[src/hw/rtl/gasp_pkg.sv]
// Shared types and constants for the glyph atlas shelf packer.
package gasp_pkg;

  // Glyph store geometry.
  localparam int MaxGlyphs = 64;
  localparam int AddrW     = (MaxGlyphs > 1) ? $clog2(MaxGlyphs) : 1;
  localparam int CountW    = $clog2(MaxGlyphs + 1);

  // Field widths.
  localparam int DimW  = 8;
  localparam int CodeW = 8;
  localparam int PosXW = 12;
  localparam int PosYW = 14;
  localparam int SizeW = 13;

  // Atlas side is 2**exp with exp running from StartExp up to CapExp.
  localparam int ExpW     = 4;
  localparam int StartExp = 4;
  localparam int CapExp   = 12;

  // Quotient of the side by a dimension, and the product of two quotients.
  localparam int QuotW = SizeW;
  localparam int ProdW = 2 * QuotW;

  // One stored glyph.
  typedef struct packed {
    logic [CodeW-1:0] code;
    logic [DimW-1:0]  width;
    logic [DimW-1:0]  height;
  } glyph_entry_t;

  // Request into the size search unit.
  typedef struct packed {
    logic              start;
    logic [DimW-1:0]   widest;
    logic [DimW-1:0]   tallest;
    logic [CountW-1:0] count;
  } size_req_t;

  // Answer from the size search unit.
  typedef struct packed {
    logic             done;
    logic [SizeW-1:0] size;
  } size_res_t;

endpackage

[src/hw/rtl/glyph_atlas_shelf_packer.sv]
// Top level of the glyph atlas shelf packer: load, size search and placement.
//
// Usage: glyph sizes enter on the s_axis channel, one request per cycle while
// s_axis_tready is high. s_axis_tlast marks the final glyph of a set. Up to
// 64 glyphs are kept; further glyphs of the same set are dropped, but their
// tlast still starts packing. After the final glyph the input stalls while
// the atlas side is searched, driven by the iterative divider in the size
// search unit. Then one placement per stored glyph leaves on m_axis in load
// order, with tlast on the last one. Each placement passes through a store
// read, a compute step and an output step when the receiver is ready; a
// stall on m_axis_tready holds the placement and the whole packing pass.
// Reset empties the set and leaves the block ready to load; the glyph store
// itself is not cleared, since only entries written in the current set are
// read.
module glyph_atlas_shelf_packer (
  input  logic        clk,
  input  logic        rst,
  input  logic        s_axis_tvalid,
  output logic        s_axis_tready,
  // glyph_code[7:0], glyph_width[15:8], glyph_height[23:16]
  input  logic [23:0] s_axis_tdata,
  input  logic        s_axis_tlast,
  output logic        m_axis_tvalid,
  input  logic        m_axis_tready,
  // out_code[7:0], pos_x[19:8], pos_y[33:20], out_width[41:34],
  // out_height[49:42], atlas_size[62:50], zero[63]
  output logic [63:0] m_axis_tdata,
  output logic        m_axis_tlast
);

  localparam logic [2:0] ST_LOAD  = 3'd0;
  localparam logic [2:0] ST_START = 3'd1;
  localparam logic [2:0] ST_SIZE  = 3'd2;
  localparam logic [2:0] ST_READ  = 3'd3;
  localparam logic [2:0] ST_PLACE = 3'd4;
  localparam logic [2:0] ST_SEND  = 3'd5;

  logic [2:0]                       state;
  logic [gasp_pkg::CountW-1:0]      count;
  logic [gasp_pkg::DimW-1:0]        widest;
  logic [gasp_pkg::DimW-1:0]        tallest;
  logic [gasp_pkg::CountW-1:0]      idx;
  logic [gasp_pkg::SizeW-1:0]       side;
  logic [gasp_pkg::PosXW-1:0]       cursor_x;
  logic [gasp_pkg::PosYW-1:0]       cursor_y;
  logic [gasp_pkg::DimW-1:0]        shelf_height;
  logic                             out_valid;
  logic                             out_last;
  gasp_pkg::glyph_entry_t           out_glyph;
  logic [gasp_pkg::PosXW-1:0]       out_x;
  logic [gasp_pkg::PosYW-1:0]       out_y;

  gasp_pkg::glyph_entry_t           in_glyph;
  gasp_pkg::glyph_entry_t           rd_glyph;
  gasp_pkg::size_req_t              size_req;
  gasp_pkg::size_res_t              size_res;
  logic                             in_accept;
  logic                             store_room;
  logic [gasp_pkg::DimW-1:0]        shelf_next;
  logic [gasp_pkg::SizeW-1:0]       reach;
  logic                             wrap;
  logic [gasp_pkg::PosXW-1:0]       place_x;
  logic [gasp_pkg::PosYW-1:0]       place_y;

  // Input request unpacking.
  assign in_glyph.code   = s_axis_tdata[7:0];
  assign in_glyph.width  = s_axis_tdata[15:8];
  assign in_glyph.height = s_axis_tdata[23:16];

  assign s_axis_tready = (state == ST_LOAD);
  assign in_accept     = s_axis_tvalid && s_axis_tready;
  assign store_room    = count < gasp_pkg::CountW'(gasp_pkg::MaxGlyphs);

  // Glyph store.
  gasp_glyph_ram u_ram (
    .clk   (clk),
    .we    (in_accept && store_room),
    .waddr (count[gasp_pkg::AddrW-1:0]),
    .wdata (in_glyph),
    .raddr (idx[gasp_pkg::AddrW-1:0]),
    .rdata (rd_glyph)
  );

  // Size search unit.
  assign size_req.start   = (state == ST_START);
  assign size_req.widest  = widest;
  assign size_req.tallest = tallest;
  assign size_req.count   = count;

  gasp_size_search u_size (
    .clk (clk),
    .rst (rst),
    .req (size_req),
    .res (size_res)
  );

  // Shelf placement of the glyph just read from the store.
  assign shelf_next = (rd_glyph.height > shelf_height) ? rd_glyph.height : shelf_height;
  assign reach      = gasp_pkg::SizeW'(cursor_x) + gasp_pkg::SizeW'(rd_glyph.width);
  assign wrap       = reach >= side;
  assign place_x    = wrap ? '0 : cursor_x;
  assign place_y    = wrap ? gasp_pkg::PosYW'(cursor_y + gasp_pkg::PosYW'(shelf_next))
                           : cursor_y;

  // Control sequencer.
  always_ff @(posedge clk) begin
    if (rst) begin
      state     <= ST_LOAD;
      count     <= '0;
      widest    <= '0;
      tallest   <= '0;
      idx       <= '0;
      out_valid <= 1'b0;
    end else begin
      unique case (state)
        ST_LOAD: begin
          if (in_accept) begin
            if (store_room) begin
              count <= count + 1'b1;
              if (in_glyph.width > widest) widest <= in_glyph.width;
              if (in_glyph.height > tallest) tallest <= in_glyph.height;
            end
            if (s_axis_tlast) state <= ST_START;
          end
        end
        ST_START: state <= ST_SIZE;
        ST_SIZE: begin
          if (size_res.done) begin
            idx   <= '0;
            state <= ST_READ;
          end
        end
        ST_READ: state <= ST_PLACE;
        ST_PLACE: begin
          out_valid <= 1'b1;
          state     <= ST_SEND;
        end
        ST_SEND: begin
          if (m_axis_tready) begin
            out_valid <= 1'b0;
            if (out_last) begin
              count   <= '0;
              widest  <= '0;
              tallest <= '0;
              state   <= ST_LOAD;
            end else begin
              idx   <= idx + 1'b1;
              state <= ST_READ;
            end
          end
        end
        default: state <= ST_LOAD;
      endcase
    end
  end

  // Cursor, shelf and output payload registers.
  always_ff @(posedge clk) begin
    if (state == ST_SIZE && size_res.done) begin
      side         <= size_res.size;
      cursor_x     <= '0;
      cursor_y     <= '0;
      shelf_height <= '0;
    end
    if (state == ST_PLACE) begin
      shelf_height <= shelf_next;
      cursor_y     <= place_y;
      cursor_x     <= gasp_pkg::PosXW'(place_x + gasp_pkg::PosXW'(rd_glyph.width));
      out_glyph    <= rd_glyph;
      out_x        <= place_x;
      out_y        <= place_y;
      out_last     <= (idx + 1'b1 == count);
    end
  end

  // Output request packing.
  assign m_axis_tvalid = out_valid;
  assign m_axis_tlast  = out_last;
  assign m_axis_tdata  = {1'b0, side, out_glyph.height, out_glyph.width,
                          out_y, out_x, out_glyph.code};

  // The input and output never carry requests at the same time.
  assert property (@(posedge clk) disable iff (rst)
    !(s_axis_tready && m_axis_tvalid))
    else $error("input ready while a placement is pending");

  // The store fill never passes its depth.
  assert property (@(posedge clk) disable iff (rst)
    count <= gasp_pkg::CountW'(gasp_pkg::MaxGlyphs))
    else $error("glyph count beyond store depth");

  // Packing only runs on a non-empty set.
  assert property (@(posedge clk) disable iff (rst)
    (state == ST_READ || state == ST_PLACE || state == ST_SEND) |-> count != '0)
    else $error("packing pass with an empty set");

  // A placed glyph starts inside the atlas.
  assert property (@(posedge clk) disable iff (rst)
    m_axis_tvalid |-> (gasp_pkg::SizeW'(out_x) < side))
    else $error("placement left edge outside the atlas");

  // The searched side is a power of two of at least the start size.
  assert property (@(posedge clk) disable iff (rst)
    size_res.done |-> ($onehot(size_res.size) && size_res.size[3:0] == 4'd0))
    else $error("atlas side is not a valid power of two");

endmodule

[src/hw/rtl/gasp_glyph_ram.sv]
// Glyph store: single write port, single read port, registered read data.
module gasp_glyph_ram (
  input  logic                         clk,
  input  logic                         we,
  input  logic [gasp_pkg::AddrW-1:0]   waddr,
  input  gasp_pkg::glyph_entry_t       wdata,
  input  logic [gasp_pkg::AddrW-1:0]   raddr,
  output gasp_pkg::glyph_entry_t       rdata
);

  gasp_pkg::glyph_entry_t mem [gasp_pkg::MaxGlyphs];

  // Write port.
  always_ff @(posedge clk) begin
    if (we) begin
      mem[waddr] <= wdata;
    end
  end

  // Read port with registered read data.
  always_ff @(posedge clk) begin
    rdata <= mem[raddr];
  end

endmodule

[src/hw/rtl/gasp_size_search.sv]
// Atlas size search: doubles a power-of-two side until the glyphs fit or the side reaches its cap.
module gasp_size_search (
  input  logic                clk,
  input  logic                rst,
  input  gasp_pkg::size_req_t req,
  output gasp_pkg::size_res_t res
);

  localparam logic [1:0] SS_IDLE = 2'd0;
  localparam logic [1:0] SS_STEP = 2'd1;
  localparam logic [1:0] SS_MUL  = 2'd2;
  localparam logic [1:0] SS_CMP  = 2'd3;

  logic [1:0]                       state;
  logic [1:0]                       state_next;
  logic [gasp_pkg::ExpW-1:0]        exp;
  logic [gasp_pkg::DimW-1:0]        div_w;
  logic [gasp_pkg::DimW-1:0]        div_h;
  logic [gasp_pkg::QuotW-1:0]       quot_w;
  logic [gasp_pkg::QuotW-1:0]       quot_h;
  logic [gasp_pkg::DimW-1:0]        rem_w;
  logic [gasp_pkg::DimW-1:0]        rem_h;
  logic [gasp_pkg::CountW-1:0]      count;
  logic [gasp_pkg::ProdW-1:0]       prod;
  logic [gasp_pkg::DimW-1:0]        req_w;
  logic [gasp_pkg::DimW-1:0]        req_h;
  logic [gasp_pkg::DimW:0]          rem2_w;
  logic [gasp_pkg::DimW:0]          rem2_h;
  logic                             ge_w;
  logic                             ge_h;
  logic                             grow;

  // A zero dimension counts as one.
  assign req_w = (req.widest  == '0) ? gasp_pkg::DimW'(1) : req.widest;
  assign req_h = (req.tallest == '0) ? gasp_pkg::DimW'(1) : req.tallest;

  // One restoring division step per doubling of the side.
  assign rem2_w = {rem_w, 1'b0};
  assign rem2_h = {rem_h, 1'b0};
  assign ge_w   = rem2_w >= {1'b0, div_w};
  assign ge_h   = rem2_h >= {1'b0, div_h};

  // Keep doubling while the grid holds fewer cells than glyphs and the side is below its cap.
  assign grow = (prod < gasp_pkg::ProdW'(count)) &&
                (exp < gasp_pkg::ExpW'(gasp_pkg::CapExp));

  // Sequencer.
  always_comb begin
    state_next = state;
    unique case (state)
      SS_IDLE: begin
        if (req.start) state_next = SS_STEP;
      end
      SS_STEP: begin
        if (exp + 1'b1 >= gasp_pkg::ExpW'(gasp_pkg::StartExp)) state_next = SS_MUL;
      end
      SS_MUL: state_next = SS_CMP;
      SS_CMP: state_next = grow ? SS_STEP : SS_IDLE;
      default: state_next = SS_IDLE;
    endcase
  end

  always_ff @(posedge clk) begin
    if (rst) begin
      state <= SS_IDLE;
    end else begin
      state <= state_next;
    end
  end

  // Datapath: quotients and remainders of 2**exp by each dimension.
  always_ff @(posedge clk) begin
    if (state == SS_IDLE && req.start) begin
      div_w  <= req_w;
      div_h  <= req_h;
      count  <= req.count;
      exp    <= '0;
      quot_w <= (req_w == gasp_pkg::DimW'(1)) ? gasp_pkg::QuotW'(1) : '0;
      quot_h <= (req_h == gasp_pkg::DimW'(1)) ? gasp_pkg::QuotW'(1) : '0;
      rem_w  <= (req_w == gasp_pkg::DimW'(1)) ? '0 : gasp_pkg::DimW'(1);
      rem_h  <= (req_h == gasp_pkg::DimW'(1)) ? '0 : gasp_pkg::DimW'(1);
    end else if (state == SS_STEP) begin
      exp    <= exp + 1'b1;
      quot_w <= {quot_w[gasp_pkg::QuotW-2:0], ge_w};
      quot_h <= {quot_h[gasp_pkg::QuotW-2:0], ge_h};
      rem_w  <= ge_w ? gasp_pkg::DimW'(rem2_w - {1'b0, div_w}) : rem2_w[gasp_pkg::DimW-1:0];
      rem_h  <= ge_h ? gasp_pkg::DimW'(rem2_h - {1'b0, div_h}) : rem2_h[gasp_pkg::DimW-1:0];
    end
    if (state == SS_MUL) begin
      prod <= quot_w * quot_h;
    end
  end

  // Result is valid for one cycle as the search ends.
  assign res.done = (state == SS_CMP) && !grow;
  assign res.size = gasp_pkg::SizeW'(1) << exp;

endmodule
[config.mk]
export PLATFORM = sky130hd
export DESIGN_NAME = glyph_atlas_shelf_packer
export DESIGN_NICKNAME = d
export VERILOG_FILES = /design/src/hw/rtl/gasp_pkg.sv /design/src/hw/rtl/glyph_atlas_shelf_packer.sv /design/src/hw/rtl/gasp_glyph_ram.sv /design/src/hw/rtl/gasp_size_search.sv
export SDC_FILE = /design/constraint.sdc
export NUM_CORES = 2
export LEC_CHECK = 0
export BUFFER_PORTS_ARGS = -buffer_cell sky130_fd_sc_hd__buf_2
export CAP_MARGIN = 20
export CORE_MARGIN = 3
export CORE_UTILIZATION = 63
export DETAILED_ROUTE_END_ITERATION = 12
export PLACE_DENSITY = 0.83
export RECOVER_POWER = 50
export REMOVE_ABC_BUFFERS = 1
export SLEW_MARGIN = 20
export SYNTH_ARGS = -nofsm -noshare
export SYNTH_HDL_FRONTEND = slang
export SYNTH_SLANG_ARGS = --single-unit
[constraint.sdc]
create_clock -name clk -period 5.7 [get_ports clk]
set_input_delay 0.285 -clock clk [delete_from_list [all_inputs] [get_ports clk]]
set_output_delay 0.285 -clock clk [all_outputs]
set_load 0.05 [all_outputs]
==> reports/metrics.yaml <==
status: "finished with violations"
violations: "max-capacitance violations, max-slew violations"
nets: 4603
dpl.hpwl_um: 108000
clock_sinks: 1789
num_rows: 127
clock_path_buffers: 3
fin_util: 0.708
grt_pass1_wl_um: 297000
layout.cells.non_filler: 6039
cp_num_cells: 17
critical_path_class: "flip-flop to flip-flop"
crit_end: "u_size.prod[25]$_DFFE_PN_"
finClkSkew_ns: 0.0440
clk_root_buffer_cell: "clkbuf_16"
synth_commonest_cells: "edfxtp_1 (1725), mux4_2 (474), inv_1 (254), ha_1 (166), nor2_1 (166)"
critPathArrivalTime_ns: 5.90
die_w_um: 354
max_freq_mhz: 186
overflow: 0
rsz0062_at_grt: "false"
vias: 42100
wl_per_cell_um: 34.0
crit_fanout: 12
globalRouteTotalUtil: 0.332
cts_buffers: 171
dr.pass1.iters: 8
synth-seq-area-share: 0.695
core_area_um2: 120000
die_area_um2: 126000
setup_viol: 0
h-tree-depth: 4
worst-endpoint-required_ns: 6.21
synth_warnings: 0
worstMarginPinSlew_ns: 3.55
cts_tree: "built"
maxCapViolCount: 28
synth.most_common_cell: "edfxtp_1"
synth_cell_types: 58
placed_cells: 5708
slowest_stage: "edfxtp_1"
synthesis.area_per_instance_um2: 18.7
n_fill_cell: 6723
synth_async_sr_flop_share: 0
synth_area_um2: 76400
finalMaxSlewViolations: 1700
io_pins: 96
yosys.area.top_type: "edfxtp_1"
antenna_found_initial: 8
min_period_over_period: 0.945
area_delta_synth_final_pct: 11.3
reg2reg_depth: 17
vias_per_cell: 6.97
grt_max_degree: 74
hold_path_class: "primary input to flip-flop"
synth_edf_count: 1725
multi_input_area_um2: 21700
hold_viol: 0
drc: 0
crit_path_end_kind: "flip-flop"
startpoint: "u_size.quot_w[9]$_SDFFCE_PP0P_"
routed_wl_um: 205000
power.density_nw_per_um2: 567
power.leakage_nw: 27.8
worst-r2r-setup-slack_ns: 0.31
regArea_um2: 53100
irDropWorstVdd_mv: 2.49
drtIter0Drc: 6523
start_util: 0.636
cp_top_family: "adder cells"
syn_inst: 4077
path_clk_slew_ns: 0.06
io_buffers: 94
path_buf_inv: 3
netlist_top_cells_area: "edfxtp_1 (68%), mux4_2 (14%), fa_1 (3.3%)"
synth_seq_cells: 1789
crit_chain: "nand2_1, fa_1, inv_1, fa_1, fa_1, inv_1, fa_1, fa_1, inv_1, ha_1, a21oi_1, o21ai_0, nor2_1, o31ai_1, o21ai_0, a41oi_1, xnor2_1"
period_needed_ns: 5.39
slowest_delay_ns: 0.60
grt_pass1_vias: 42700
fp.dieH_um: 354
reg2reg_to: "u_size.prod[25]$_DFFE_PN_"
insertion_delay_ns: 0.80
slew_headroom: -1.37
r2r_start: "u_size.quot_w[9]$_SDFFCE_PP0P_"
start_kind: "flip-flop"
synthFlopType: "edfxtp_1"
synth_top_area_share: 0.678
finalWeightedCongestion: 0.852
ant_nets: 0
cpMostUsedCell: "fa_1"
drive_gt1_frac: 0.217
==> cell type report <==
type,instances,share of cell area
Clock buffer,208,0.0536
Antenna cell,2,0.0000589
Multi-Input combinational cell,1828,0.255
Timing Repair Buffer,237,0.0180
Clock inverter,108,0.0141
Sequential cell,1789,0.624
Tap cell,1612,0.0237
Inverter,255,0.0113
==> routing by layer <==
metal / global-route usage / vias to the layer above / part of all wire
met5: 0.00885 / - / 0.00088
met2: 0.527 / 3582 / 0.48
li1: - / 16400 / -
met4: 0.186 / 6 / 0.069
met1: 0.421 / 21300 / 0.33
met3: 0.0871 / 816 / 0.12
==> sequential cells by signal (all words and copies together) (netlist names), 7 cells and up <==
| name | count |
|---|---|
| idx | 7 |
| out_y | 14 |
| u_size.rem_h | 8 |
| u_size.div_w | 8 |
| widest | 8 |
| tallest | 8 |
| count | 7 |
| u_ram.rdata | 24 |
| cursor_x | 12 |
| cursor_y | 14 |
| u_size.rem_w | 8 |
| u_size.quot_h | 13 |
| u_ram.mem | 1536 |
| u_size.quot_w | 13 |
| out_x | 12 |
| u_size.count | 7 |
| u_size.prod | 26 |
| u_size.div_h | 8 |
| shelf_height | 8 |
| side | 13 |
| m_axis_tdata | 24 |
==> stage by stage <==
stage          power [mW]  hold slack (ns)  area, um2  worst slack (ns)  TNS, ns
5_1_grt              51.2            0.228      85000           0.00336        0
6_report             48.2            0.203      85000             0.312        0
4_1_cts              48.3          0.00463      85100             0.283        0
3_5_place_dp         36.5            0.389      79300             0.288        0
2_1_floorplan        32.7            0.354      75500            -11.97  -367.50
3_3_place_gp         36.1            0.389      79300             0.396        0
==> cell families (layout without fill, tap and decap cells) <==
group                      count (synthesis)  count (layout)  synth area share
other                                      1               3         0.0000491
AOI/OAI and AO/OA                        295             295            0.0244
buffers and inverters                    460             808            0.0243
and+or+nand+nor                          674             674            0.0457
DFF                                     1789            1789             0.695
muxes                                    496             496             0.143
adders and majority gates                292             292            0.0602
xor gates and xnor gates                  70              70           0.00802
==> timing repair <==
| action | CTS | global route |
|---|---|---|
| hold endpoints to repair | 4 | 0 |
| resized for setup | 0 | 3 |
| endpoints found under the setup margin | 0 | 4 |
| hold buffers | 1 | 0 |
| buffers inserted | 0 | 12 |
==> report_power, final <==
group	switching, mW	internal (mW)	leakage [nW]
Clock	5.03	6.79	2.80
Sequential	0.421	16.0	16.0
Combinational	11.6	8.36	9.00
==> cell usage in the layout (no fill, tap or decap), types with 15 or more instances in the layout <==
cell	synthesis	final
o22ai_1	41	41
nor2_2	0	61
clkinv_1	1	38
edfxtp_1	1725	1725
nor3_1	18	17
a21oi_1	83	80
buf_4	10	109
fa_1	126	126
dfxtp_1	64	59
nand4_1	17	17
ha_1	166	166
nor2_1	166	102
bufinv_16	0	24
mux4_2	474	474
xnor2_1	36	36
clkinv_2	0	27
buf_2	37	18
nand3_1	29	29
nand4b_1	33	33
xor2_1	34	34
inv_1	254	253
o221ai_1	20	20
and2_1	150	126
o21a_1	15	15
o21ai_0	53	53
clkbuf_1	122	125
clkbuf_16	0	176
a21o_1	21	21
and2_0	0	24
nor2b_1	32	32
nand2_1	146	146
nand2b_1	29	29
==> worst min path at each step <==
stage / from / endpoint / slack, ns / cells after the start
2_1_floorplan: rst / idx[1]$_SDFFE_PP0P_ / 0.35 / 1
4_1_cts: s_axis_tdata[15] / u_ram.mem[1][15]$_DFFE_PP_ / 0.005 / 1
3_3_place_gp: u_ram.rdata[22]$_DFF_P_ / m_axis_tdata[6]$_DFFE_PP_ / 0.39 / 0
3_5_place_dp: u_ram.rdata[16]$_DFF_P_ / m_axis_tdata[0]$_DFFE_PP_ / 0.39 / 0
5_1_grt: rst / state[0]$_SDFFE_PP0P_ / 0.23 / 2
6_report: rst / idx[0]$_SDFFE_PP0P_ / 0.20 / 2
==> worst register-to-register path: stages (launching register included) <==
cell and delay (ns):
edfxtp_1 0.60, nand2_1 0.15, fa_1 0.57, inv_1 0.06, fa_1 0.47, fa_1 0.52
inv_1 0.05, fa_1 0.48, fa_1 0.49, inv_1 0.04, ha_1 0.33, a21oi_1 0.23
o21ai_0 0.14, nor2_1 0.24, o31ai_1 0.13, o21ai_0 0.31, a41oi_1 0.18, xnor2_1 0.16
(Power assumes the default switching activity.)
